--- src/hdl/ladder_key_and_power_press_scanner_unit_macros.svh ---
// Assertion macros shared by the scanner RTL.
// Each macro checks one property on the rising clock edge and stays quiet
// while the synchronous active-low reset is asserted.
`ifndef LADDER_KEY_AND_POWER_PRESS_SCANNER_UNIT_MACROS_SVH
`define LADDER_KEY_AND_POWER_PRESS_SCANNER_UNIT_MACROS_SVH

// Same-cycle implication
`define LKP_ASSERT_SAME(label, clk, rstn, ante, cons, msg) \
    label: assert property (@(posedge clk) disable iff (!(rstn)) (ante) |-> (cons)) \
        else $error(msg);

// Next-cycle implication
`define LKP_ASSERT_NEXT(label, clk, rstn, ante, cons, msg) \
    label: assert property (@(posedge clk) disable iff (!(rstn)) (ante) |=> (cons)) \
        else $error(msg);

`endif

--- src/hdl/lkp_pkg.sv ---
package lkp_pkg;

    // Widths of the ladder path and the tick limits
    localparam int ADC_BITS       = 10;
    localparam int TICK_BITS      = 8;
    localparam int KEY_BITS       = 10;
    localparam int GPIO_BITS      = 6;
    localparam int NUM_LEVELS     = 5;
    localparam int CFG_INDEX_BITS = 3;
    localparam int CFG_DATA_BITS  = ADC_BITS;
    localparam int INJECT_BITS    = 2;

    // Number of scans replaced by ENTER after a short press
    localparam logic [INJECT_BITS-1:0] ENTER_INJECT_SCANS = 2'd2;

    // Key code bit positions
    localparam logic [KEY_BITS-1:0] KEY_UP       = 10'h001;
    localparam logic [KEY_BITS-1:0] KEY_DOWN     = 10'h002;
    localparam logic [KEY_BITS-1:0] KEY_MENU     = 10'h004;
    localparam logic [KEY_BITS-1:0] KEY_CUSTOM1  = 10'h008;
    localparam logic [KEY_BITS-1:0] KEY_SHUTTER2 = 10'h010;
    localparam logic [KEY_BITS-1:0] KEY_LEFT     = 10'h020;
    localparam logic [KEY_BITS-1:0] KEY_SHUTTER1 = 10'h040;
    localparam logic [KEY_BITS-1:0] KEY_ZOOMIN   = 10'h080;
    localparam logic [KEY_BITS-1:0] KEY_ZOOMOUT  = 10'h100;
    localparam logic [KEY_BITS-1:0] KEY_ENTER    = 10'h200;

    typedef logic [NUM_LEVELS-1:0][KEY_BITS-1:0] level_key_tab_t;
    typedef logic [GPIO_BITS-1:0][KEY_BITS-1:0]  button_line_tab_t;

    // Key reported by each ladder level, level 4 first and level 0 last
    localparam level_key_tab_t LEVEL_KEY = '{KEY_CUSTOM1, KEY_DOWN, KEY_MENU,
                                             KEY_SHUTTER2, KEY_UP};

    // Key reported by each GPIO bit, bit 5 first and bit 0 last
    localparam button_line_tab_t BUTTON_LINE_KEY = '{KEY_ENTER, KEY_ZOOMOUT, KEY_ZOOMIN,
                                                     KEY_SHUTTER2, KEY_SHUTTER1, KEY_LEFT};

    // Register reset values
    localparam logic [ADC_BITS-1:0]  HALF_WIDTH_RST = 10'd20;
    localparam logic [ADC_BITS-1:0]  LEVEL0_RST     = 10'd0;
    localparam logic [ADC_BITS-1:0]  LEVEL1_RST     = 10'd91;
    localparam logic [ADC_BITS-1:0]  LEVEL2_RST     = 10'd177;
    localparam logic [ADC_BITS-1:0]  LEVEL3_RST     = 10'd253;
    localparam logic [ADC_BITS-1:0]  LEVEL4_RST     = 10'd340;
    localparam logic [TICK_BITS-1:0] LONG_RST       = 8'd20;
    localparam logic [TICK_BITS-1:0] SHORT_RST      = 8'd16;

    // Configuration register indexes
    typedef enum logic [CFG_INDEX_BITS-1:0] {
        CFG_HALF_WIDTH = 3'd0,
        CFG_LEVEL0     = 3'd1,
        CFG_LEVEL1     = 3'd2,
        CFG_LEVEL2     = 3'd3,
        CFG_LEVEL3     = 3'd4,
        CFG_LEVEL4     = 3'd5,
        CFG_LONG_TICKS = 3'd6,
        CFG_SHORT_TICKS = 3'd7
    } cfg_index_t;

    // Poll kinds
    typedef enum logic {
        FUNC_KEY_SCAN   = 1'b0,
        FUNC_POWER_POLL = 1'b1
    } func_t;

    typedef logic [NUM_LEVELS-1:0][ADC_BITS-1:0] level_centres_t;

    typedef struct packed {
        logic                 func;
        logic [ADC_BITS-1:0]  adc_sample;
        logic [GPIO_BITS-1:0] gpio_keys;
        logic                 power_pressed;
    } lkp_in_t;

    typedef struct packed {
        logic [KEY_BITS-1:0] key_code;
        logic                power_off;
    } lkp_out_t;

endpackage

--- src/hdl/lkp_ladder_match.sv ---
module lkp_ladder_match
    import lkp_pkg::*;
(
    input  logic [ADC_BITS-1:0] sample,
    input  logic [ADC_BITS-1:0] half_width,
    input  level_centres_t      centres,
    output logic [KEY_BITS-1:0] ladder_key
);

    logic [NUM_LEVELS-1:0] hit;

    // Compare the sample against every window in parallel
    always_comb begin
        for (int i = 0; i < NUM_LEVELS; i++) begin
            if (sample >= centres[i]) begin
                hit[i] = (sample - centres[i]) <= half_width;
            end else begin
                hit[i] = (centres[i] - sample) <= half_width;
            end
        end
    end

    // Pick the lowest-numbered matching level
    always_comb begin
        ladder_key = '0;
        for (int i = NUM_LEVELS - 1; i >= 0; i--) begin
            if (hit[i]) begin
                ladder_key = LEVEL_KEY[i];
            end
        end
    end

endmodule

--- src/hdl/ladder_key_and_power_press_scanner_unit.sv ---
// Channel  Ports                      Payload    Direction
// -------  -------------------------  ---------  ---------
// poll     s_valid s_ready s_data     lkp_in_t   in
// result   m_valid m_ready m_data     lkp_out_t  out
// config   cfg_wr_en cfg_index cfg_wdata  -      in
//
// One result per poll: an accepted poll waits in the input register and moves
// into the result register when the output is free, which raises m_valid.
// A new poll can be accepted every cycle while s_ready is high; s_ready drops
// only when the input and result registers are both full and m_ready is low.
// Shared press state updates as a poll moves into the result register.
// Synchronous active-low reset restores the register defaults and press state.
module ladder_key_and_power_press_scanner_unit
    import lkp_pkg::*;
(
    input  logic                      aclk,
    input  logic                      aresetn,

    input  logic                      cfg_wr_en,
    input  logic [CFG_INDEX_BITS-1:0] cfg_index,
    input  logic [CFG_DATA_BITS-1:0]  cfg_wdata,

    input  logic                      s_valid,
    output logic                      s_ready,
    input  lkp_in_t                   s_data,

    output logic                      m_valid,
    input  logic                      m_ready,
    output lkp_out_t                  m_data
);

    // Configuration registers
    logic [ADC_BITS-1:0]  half_width_reg;
    level_centres_t       centres_reg;
    logic [TICK_BITS-1:0] long_ticks_reg;
    logic [TICK_BITS-1:0] short_ticks_reg;

    // Press state
    logic [TICK_BITS-1:0]   held_count_reg, held_count_next;
    logic                   since_reset_hold_reg, since_reset_hold_next;
    logic                   short_press_event_reg, short_press_event_next;
    logic [INJECT_BITS-1:0] enter_inject_count_reg, enter_inject_count_next;

    // Pipeline registers
    logic     in_valid_reg, in_valid_next;
    lkp_in_t  in_item_reg;
    logic     m_valid_reg, m_valid_next;
    lkp_out_t out_item_reg, out_item_next;

    logic                   out_free;
    logic                   advance;
    logic                   s_take;
    logic [KEY_BITS-1:0]    ladder_key;
    logic [KEY_BITS-1:0]    gpio_code;
    logic [INJECT_BITS-1:0] inject_inc;
    logic [TICK_BITS-1:0]   held_inc;

    // Handshake
    assign out_free = !m_valid_reg || m_ready;
    assign advance  = in_valid_reg && out_free;
    assign s_ready  = !in_valid_reg || out_free;
    assign s_take   = s_valid && s_ready;
    assign m_valid  = m_valid_reg;
    assign m_data   = out_item_reg;

    // Write configuration registers
    always_ff @(posedge aclk) begin
        if (!aresetn) begin
            half_width_reg  <= HALF_WIDTH_RST;
            centres_reg[0]  <= LEVEL0_RST;
            centres_reg[1]  <= LEVEL1_RST;
            centres_reg[2]  <= LEVEL2_RST;
            centres_reg[3]  <= LEVEL3_RST;
            centres_reg[4]  <= LEVEL4_RST;
            long_ticks_reg  <= LONG_RST;
            short_ticks_reg <= SHORT_RST;
        end else if (cfg_wr_en) begin
            case (cfg_index)
                CFG_HALF_WIDTH:  half_width_reg  <= cfg_wdata;
                CFG_LEVEL0:      centres_reg[0]  <= cfg_wdata;
                CFG_LEVEL1:      centres_reg[1]  <= cfg_wdata;
                CFG_LEVEL2:      centres_reg[2]  <= cfg_wdata;
                CFG_LEVEL3:      centres_reg[3]  <= cfg_wdata;
                CFG_LEVEL4:      centres_reg[4]  <= cfg_wdata;
                CFG_LONG_TICKS:  long_ticks_reg  <= cfg_wdata[TICK_BITS-1:0];
                CFG_SHORT_TICKS: short_ticks_reg <= cfg_wdata[TICK_BITS-1:0];
                default: ;
            endcase
        end
    end

    // Ladder window match
    lkp_ladder_match u_ladder (
        .sample     (in_item_reg.adc_sample),
        .half_width (half_width_reg),
        .centres    (centres_reg),
        .ladder_key (ladder_key)
    );

    // Map the GPIO keys onto key code bits
    always_comb begin
        gpio_code = '0;
        for (int i = 0; i < GPIO_BITS; i++) begin
            if (in_item_reg.gpio_keys[i]) begin
                gpio_code = gpio_code | BUTTON_LINE_KEY[i];
            end
        end
    end

    assign inject_inc = enter_inject_count_reg + 1'b1;
    assign held_inc   = (held_count_reg == '1) ? held_count_reg : held_count_reg + 1'b1;

    // Evaluate the held poll against the press state
    always_comb begin
        held_count_next         = held_count_reg;
        since_reset_hold_next   = since_reset_hold_reg;
        short_press_event_next  = short_press_event_reg;
        enter_inject_count_next = enter_inject_count_reg;
        out_item_next           = '0;

        if (in_item_reg.func == FUNC_KEY_SCAN) begin
            out_item_next.key_code = ladder_key | gpio_code;
            // Replace the code with ENTER for ENTER_INJECT_SCANS scans after a short press
            if (short_press_event_reg) begin
                if (inject_inc > ENTER_INJECT_SCANS) begin
                    enter_inject_count_next = '0;
                    short_press_event_next  = 1'b0;
                end else begin
                    enter_inject_count_next = inject_inc;
                    out_item_next.key_code  = KEY_ENTER;
                end
            end
        end else begin
            if (in_item_reg.power_pressed) begin
                // Count the hold unless it started before reset ended
                if (!since_reset_hold_reg) begin
                    held_count_next         = held_inc;
                    out_item_next.power_off = held_inc > long_ticks_reg;
                end
            end else begin
                since_reset_hold_next = 1'b0;
                if (held_count_reg != '0 && held_count_reg < short_ticks_reg) begin
                    short_press_event_next = 1'b1;
                end
                held_count_next = '0;
            end
        end
    end

    // Advance the valid flags
    always_comb begin
        in_valid_next = in_valid_reg;
        if (s_take) begin
            in_valid_next = 1'b1;
        end else if (advance) begin
            in_valid_next = 1'b0;
        end

        m_valid_next = m_valid_reg;
        if (advance) begin
            m_valid_next = 1'b1;
        end else if (m_ready) begin
            m_valid_next = 1'b0;
        end
    end

    // Hold control and press state
    always_ff @(posedge aclk) begin
        if (!aresetn) begin
            in_valid_reg           <= 1'b0;
            m_valid_reg            <= 1'b0;
            held_count_reg         <= '0;
            since_reset_hold_reg   <= 1'b1;
            short_press_event_reg  <= 1'b0;
            enter_inject_count_reg <= '0;
        end else begin
            in_valid_reg <= in_valid_next;
            m_valid_reg  <= m_valid_next;
            if (advance) begin
                held_count_reg         <= held_count_next;
                since_reset_hold_reg   <= since_reset_hold_next;
                short_press_event_reg  <= short_press_event_next;
                enter_inject_count_reg <= enter_inject_count_next;
            end
        end
    end

    // Capture payloads
    always_ff @(posedge aclk) begin
        if (s_take) begin
            in_item_reg <= s_data;
        end
        if (advance) begin
            out_item_reg <= out_item_next;
        end
    end

`include "ladder_key_and_power_press_scanner_unit_macros.svh"

    `LKP_ASSERT_SAME(a_inject_needs_event, aclk, aresetn,
        enter_inject_count_reg != '0, short_press_event_reg,
        "ENTER injection count without pending event")
    `LKP_ASSERT_SAME(a_inject_bounded, aclk, aresetn,
        1'b1, enter_inject_count_reg <= ENTER_INJECT_SCANS,
        "ENTER injection count past limit")
    `LKP_ASSERT_SAME(a_reset_hold_no_count, aclk, aresetn,
        since_reset_hold_reg, held_count_reg == '0,
        "held count moved during hold since reset")
    `LKP_ASSERT_SAME(a_power_off_no_key, aclk, aresetn,
        m_valid_reg && out_item_reg.power_off, out_item_reg.key_code == '0,
        "power-off result carries a key code")
    `LKP_ASSERT_NEXT(a_result_follows, aclk, aresetn,
        advance, m_valid_reg,
        "advanced poll produced no result")

endmodule
--- config.mk ---
export PLATFORM = sky130hd
export DESIGN_NAME = ladder_key_and_power_press_scanner_unit
export DESIGN_NICKNAME = d
export VERILOG_FILES = /design/src/hdl/lkp_pkg.sv /design/src/hdl/lkp_ladder_match.sv /design/src/hdl/ladder_key_and_power_press_scanner_unit.sv
export VERILOG_INCLUDE_DIRS = /design/src /design/src/hdl
export SDC_FILE = /design/constraint.sdc
export NUM_CORES = 1
export LEC_CHECK = 0
export BUFFER_PORTS_ARGS = -buffer_cell sky130_fd_sc_hd__buf_2
export CAP_MARGIN = 20
export CORE_MARGIN = 5
export CORE_UTILIZATION = 30
export DETAILED_ROUTE_END_ITERATION = 6
export MAX_ROUTING_LAYER = met4
export PLACE_DENSITY = 0.51
export REMOVE_ABC_BUFFERS = 1
export SYNTH_ARGS = -nofsm -noshare
export SYNTH_HDL_FRONTEND = slang
export SYNTH_SLANG_ARGS = --single-unit
--- constraint.sdc ---
create_clock -name aclk -period 12.3 [get_ports aclk]
set_input_delay 1.23 -clock aclk [delete_from_list [all_inputs] [get_ports aclk]]
set_output_delay 1.23 -clock aclk [all_outputs]
set_load 0.005 [all_outputs]
# Word level (Yosys, flattened, before mapping)
# Cells that the tools add are included.
[totals] out_inout_bits=13 inputBits=36 reg_bits=119 wordCells=119
[op_classes] n_mux=31 eq_ne=11 n_bitwise=3 n_reduce_logical=24 magnitude_cmp=18 n_addsub=12
[ops] operator="<= comparator 10 bit" n=10
[ops] operator="subtractor 10 bit" n=10
[ops] operator=">= comparator 10 bit" n=5
[ops] operator="two-way mux 8 bit" n=4
[ops] operator="two-way mux 10 bit" n=3
[ops] operator="AND reduction 2 bit" n=8
[ops] operator="two-way mux 5 bit" n=3
[ops] operator="two-way mux 1 bit" n=14
[ops] operator="equality test 3 bit (second input constant)" n=4
[ops] operator="two-way mux 4 bit" n=3
[ops] operator="AND reduction 3 bit" n=4
[ops] operator="OR 10 bit" n=1
[ops] operator="two-way mux 9 bit" n=1
[ops] operator="adder 8 x 1 -> 8 bit (second input constant)" n=1
[ops] operator="equality test 8 bit (second input constant)" n=1
[ops] operator="> comparator 8 bit" n=1
[ops] operator="less-than comparator 8 bit" n=1
[ops] operator="nonzero test 8 bit" n=1
[ops] operator="two-way mux 7 bit" n=1
[ops] operator="equality test 3 x 2 -> 1 bit (second input constant)" n=2
[ops] operator="two-way mux 6 bit" n=1
[ops] operator="inequality test 2 bit (second input constant)" n=2
[ops] operator="nonzero test 2 bit" n=2
[ops] operator="equality test 3 x 1 -> 1 bit (second input constant)" n=1
[ops] operator="10 further kinds" n=15

# Depth between registers and ports, before layout
[depth] word_depth=11 ltp_mapped=18 depth_no_buf=18

# By module
# From an unflattened synthesis, not the netlist that was laid out.
[unflattened] cells_unflattened=1366 hier_area_um2=11055.6
[by_module_without_submodules] mod="lkp_ladder_match" seq_area_each_um2=0.0 area_per_inst_um2=6167.2 n_inst=1 cells_per_inst=821
[by_module_without_submodules] mod="ladder_key_and_power_press_scanner_unit" seq_area_each_um2=2672.6 area_per_inst_um2=4888.4 n_inst=1 cells_per_inst=545

# Least setup slack after synthesis
# No wires, ideal clock.
[synth_path] kind="register -> register" start="register in_item_reg[8] (netlist bit)" end="register out_item_reg (netlist bit m_data[4]) (data pin)" setup_time_ns=0.150 n_path_buf=0 synth_period_minus_slack_ns=3.893 slack_ns=8.407 t_required_ns=12.150 stages_incl_launch_ff=17 arrival_ns=3.743 cell_sequence="edfxtp_1 ha_1 nor2b_1 o21ai_0 a21boi_0 o21ai_0 nand2_1 a31oi_1 xnor2_1 ha_1 nand4_1 nor2_1 a21o_2 o31ai_1 mux2_4 or4_4 nor3_2"
[synth_via] elab_chain_len=11 word_cells_on_any_way=38 classes_between="add/sub (10); order compare (15); mux (12); bitwise (1)"
[synth_rtl] item="from (decl)" line_no="ladder_key_and_power_press_scanner_unit.sv:46" text="lkp_in_t in_item_reg;"
[synth_rtl] item="from (signal assigned)" line_no="ladder_key_and_power_press_scanner_unit.sv:191" text="in_item_reg <= s_data;"
[synth_rtl] item="subtractor 10 bit (on tied branches)" line_no="lkp_ladder_match.sv:18, lkp_ladder_match.sv:16"
[synth_rtl] item="<= comparator 10 bit (on tied branches)" line_no="lkp_ladder_match.sv:18, lkp_ladder_match.sv:16"
[synth_rtl] item="two-way mux 1 bit" line_no="lkp_ladder_match.sv:15" text="if (sample >= centres[i]) begin"
[synth_rtl] item="two-way mux 4 bit (3 in a row)" line_no="lkp_ladder_match.sv:27" text="if (hit[i]) begin"
[synth_rtl] item="two-way mux 5 bit" line_no="lkp_ladder_match.sv:27"
[synth_rtl] item="two-way mux 5 bit *" line_no="lkp_ladder_match.sv:27"
[synth_rtl] item="OR 10 bit *" line_no="ladder_key_and_power_press_scanner_unit.sv:122" text="out_item_next.key_code = ladder_key | gpio_code;"
[synth_rtl] item="two-way mux 10 bit" line_no="ladder_key_and_power_press_scanner_unit.sv:125" text="if (inject_inc > ENTER_INJECT_SCANS) begin"
[synth_rtl] item="two-way mux 10 bit *" line_no="ladder_key_and_power_press_scanner_unit.sv:124" text="if (short_press_event_reg) begin"
[synth_rtl] item="to (signal assigned)" line_no="ladder_key_and_power_press_scanner_unit.sv:194" text="out_item_reg <= out_item_next;"
[synth_rtl] item="to (decl)" line_no="ladder_key_and_power_press_scanner_unit.sv:48" text="lkp_out_t out_item_reg, out_item_next;"
# Every way passes the cells marked *; elsewhere a longest branch is shown, timed or not.
# A chain may end at the register's enable or synchronous reset.

# Worst setup path in the final report
[layout_path] start="register in_item_reg[9] (netlist bit)" end="register out_item_reg (netlist bit m_data[4]) (data pin)"
# Same word-level chain as after synthesis.

==> impl_metrics.ini <==
[critical_path]
worst_setup_path_start_kind = flip-flop
setup.worst_path.end_class = flip-flop
crit_fanout = 7
arrival_ns = 4.57
cp.required_ns = 12.57
reg2reg_setup_slack_ns = 8.00
r2r_end = m_data[4]
crit_end = m_data[4]
worst-setup-path-type = reg -> reg
r2r_start = in_item_reg[9]
worst_r2r_path_depth = 16
crit_start = in_item_reg[9]

[synth]
yosys_most_used_dff = dfxtp_1
synth.most_common_cell = ha_1
syn_area_um2 = 11150
synth.cells.most_frequent = ha_1, nand2_1, inv_1
synth-seq-area-share = 0.2396
async_flop_share = 0
synthDominantAreaCellType = ha_1
post_synth_inst_count = 1333
fraction_of_synthesized_cell_area_taken_by_the_top_area_cell_type = 0.2322
synth.top_cells.by_area = ha_1, dfxtp_1, edfxtp_1, nand2_1, inv_1
synth.avg_cell_area_um2 = 8.368
yosys_warnings = 0
synth.lib_cells_used.distinct = 63
synth_edf_count = 29
yosys_register_bits = 119

[place]
placed_cells = 1802
routabilityCongestion = 0.8797
dp.final_hpwl_um = 26260
placement.cell_area_um2 = 11730
port-buffer-count = 48

[route]
detail_route.first_pass.iterations = 6
route.detailed.drc = 0
via_count = 9402
drt-wirelength-per-cell_um = 19.14
starting_drc_count_in_detailed_routing = 593
postRouteAntennaNets = 0
vias_per_cell = 5.126
detail_route.wirelength_um = 35110

[status]
run_status = finished clean

[global_route]
grt_max_degree = 91
vias_in_the_first_global_route = 9240
overflow_left_after_global_routing = 0
antenna_found_initial = 0
track_usage = 0.1742
grt_first_pass_wirelength_um = 53970

[timing]
hold_viol_final = 0
relSlewSlack = 0.2667
timing.clock.skew_ns = 0.01612
fmax_mhz = 232.3
final_period_minus_worst_setup_slack_ns = 4.305
setup_repair_after_global_routing_missed_its_margin = no
final_max_slew_viol_count = 0
max_slew.worst_pin.slew_ns = 1.096
fin_tns_setup_ns = 0
setup_viol = 0
final_min_period_over_clock_period = 0.3500
finalHoldWorstSlack_ns = 0.4666

[power_and_ir_drop]
static-leakage-power_uw = 0.005338
p_int_uw = 851.7
pwr-share-clk = 0.396
power.density_cell_area_nw_per_um2 = 103.1
ir_worst_vdd_mv = 0.07798
power.share.switching = 0.3291
p_comb_frac = 0.267
report.power.total_uw = 1270
net_switching_power_uw = 417.8
seq_power_share = 0.337

[clock_tree]
hold_buffers = 0
cts_root_buffer = clkbuf_16
cts_post_setup_buffers_inserted = 0
tritoncts = yes
cts_made_buffers = 17
clock_path_buffers = 2
clk-insertion-delay-late_ns = 0.43
worst_setup_hold_path_clk_slew_ns = 0.06
htreeDepth = 4
numClockSinks = 119
cts-resized-gates = 0

[final_layout]
multi_input_area_um2 = 7716
areaGrowthSynthToFinish_pct = 10.40
layout.cell_area.non_filler_um2 = 12310
antenna_cells_inserted = 0
largest_register_ff_count = 50
finish.net_count = 1606
layout-drive-gt1-share = 0.07467
finish.cell_count_without_fillers = 1834
area.sequential_um2 = 2673
n_fill_cell = 3837

[die]
io_pins = 49
num_rows = 70
floorplan.core_area_um2 = 36700
fp.dieArea_um2 = 41140
initial_utilization = 0.3040
die-width_um = 202.8
floorplan.die.height_um = 202.8

[job]
drv_cap = 0

[hold_path]
min_path_type = reg -> reg
worst_hold_path.num_cells = 2
## logic make-up after synthesis
group,after synthesis,synth area share
xor gates and xnor gates,67,0.05261
DFF,119,0.2396
muxes,10,0.009534
AOI/OAI and AO/OA,353,0.2163
buffers and inverters,179,0.06865
adders and majority gates,217,0.2501
and+or+nand+nor,388,0.1632
## layer usage
metal / wire, um / vias to the layer above / part of all wire / GRT usage
li1: - / 4719 / - / -
met4: 597 / 0 / 0.017 / 0.03807
met3: 1872 / 38 / 0.053 / 0.03274
met5: 0 / - / 0 / -
met2: 16310 / 236 / 0.46 / 0.2857
met1: 16330 / 4409 / 0.47 / 0.2250
## worst min-delay path by stage
stage	start	end	slack [ns]
global placement	half_width_reg[8]	half_width_reg[8]	0.45
global route	long_ticks_reg[6]	long_ticks_reg[6]	0.49
finish	centres_reg[39]	centres_reg[39]	0.47
floorplan	short_ticks_reg[0]	short_ticks_reg[0]	0.44
detailed placement	centres_reg[39]	centres_reg[39]	0.46
CTS	centres_reg[39]	centres_reg[39]	0.47
## placed cells by master, fill, tap and decap left out, types with 8 or more instances in the layout
| cell | instances |
|---|---|
| and3_1 | 10 |
| nor2_1 | 56 |
| o21ai_0 | 45 |
| fa_1 | 10 |
| xnor2_1 | 39 |
| mux2i_1 | 8 |
| buf_2 | 48 |
| inv_1 | 127 |
| and2_1 | 8 |
| a21o_1 | 61 |
| a21boi_0 | 61 |
| nand4_1 | 24 |
| nor3_1 | 23 |
| a211oi_1 | 8 |
| clkbuf_16 | 17 |
| ha_1 | 207 |
| edfxtp_1 | 29 |
| nand3_1 | 26 |
| o211ai_1 | 25 |
| xor2_1 | 28 |
| nand2_1 | 173 |
| nor2b_1 | 34 |
| o21bai_1 | 11 |
| a31oi_1 | 20 |
| dfxtp_1 | 90 |
| a221oi_1 | 10 |
| nand2b_1 | 20 |
| a21oi_1 | 66 |
## through the flow
step | setup slack [ns] | util
2_1_floorplan | 8.401 | -
6_report | 7.995 | 0.3356
3_3_place_gp | 8.036 | 0.3194
5_1_grt | 7.608 | 0.3356
4_1_cts | 7.937 | 0.3356
3_5_place_dp | 7.982 | 0.3197
## cell type report
type | count | area share
Tap cell | 468 | 0.04755
Timing Repair Buffer | 53 | 0.02286
Clock inverter | 12 | 0.009348
Sequential cell | 119 | 0.2170
Clock buffer | 20 | 0.03790
Multi-Input combinational cell | 1035 | 0.6266
Inverter | 127 | 0.03871
## worst max-delay path, stage by stage (launching register included)
cell and delay (ns):
edfxtp_1 0.55, ha_1 0.44, nor2b_1 0.17, o21ai_0 0.22, a21oi_1 0.12, o21ai_0 0.25, nand2b_1 0.13, a221oi_1 0.33
xnor2_1 0.11, ha_1 0.30, nand4_1 0.11, nor3_1 0.25, a221oi_1 0.11, a32oi_1 0.21, mux2i_1 0.20, or4_4 0.48
nor3_2 0.17
## power by group through the flow
stage	clock, uW	combinational, uW	sequential [uW]
2_1_floorplan	0	238	430
3_3_place_gp	0	333	437
3_5_place_dp	0	335	437
4_1_cts	510	338	428
5_1_grt	527	384	429
6_report	502	339	428
Note: power is estimated with default switching activity, not from simulation.
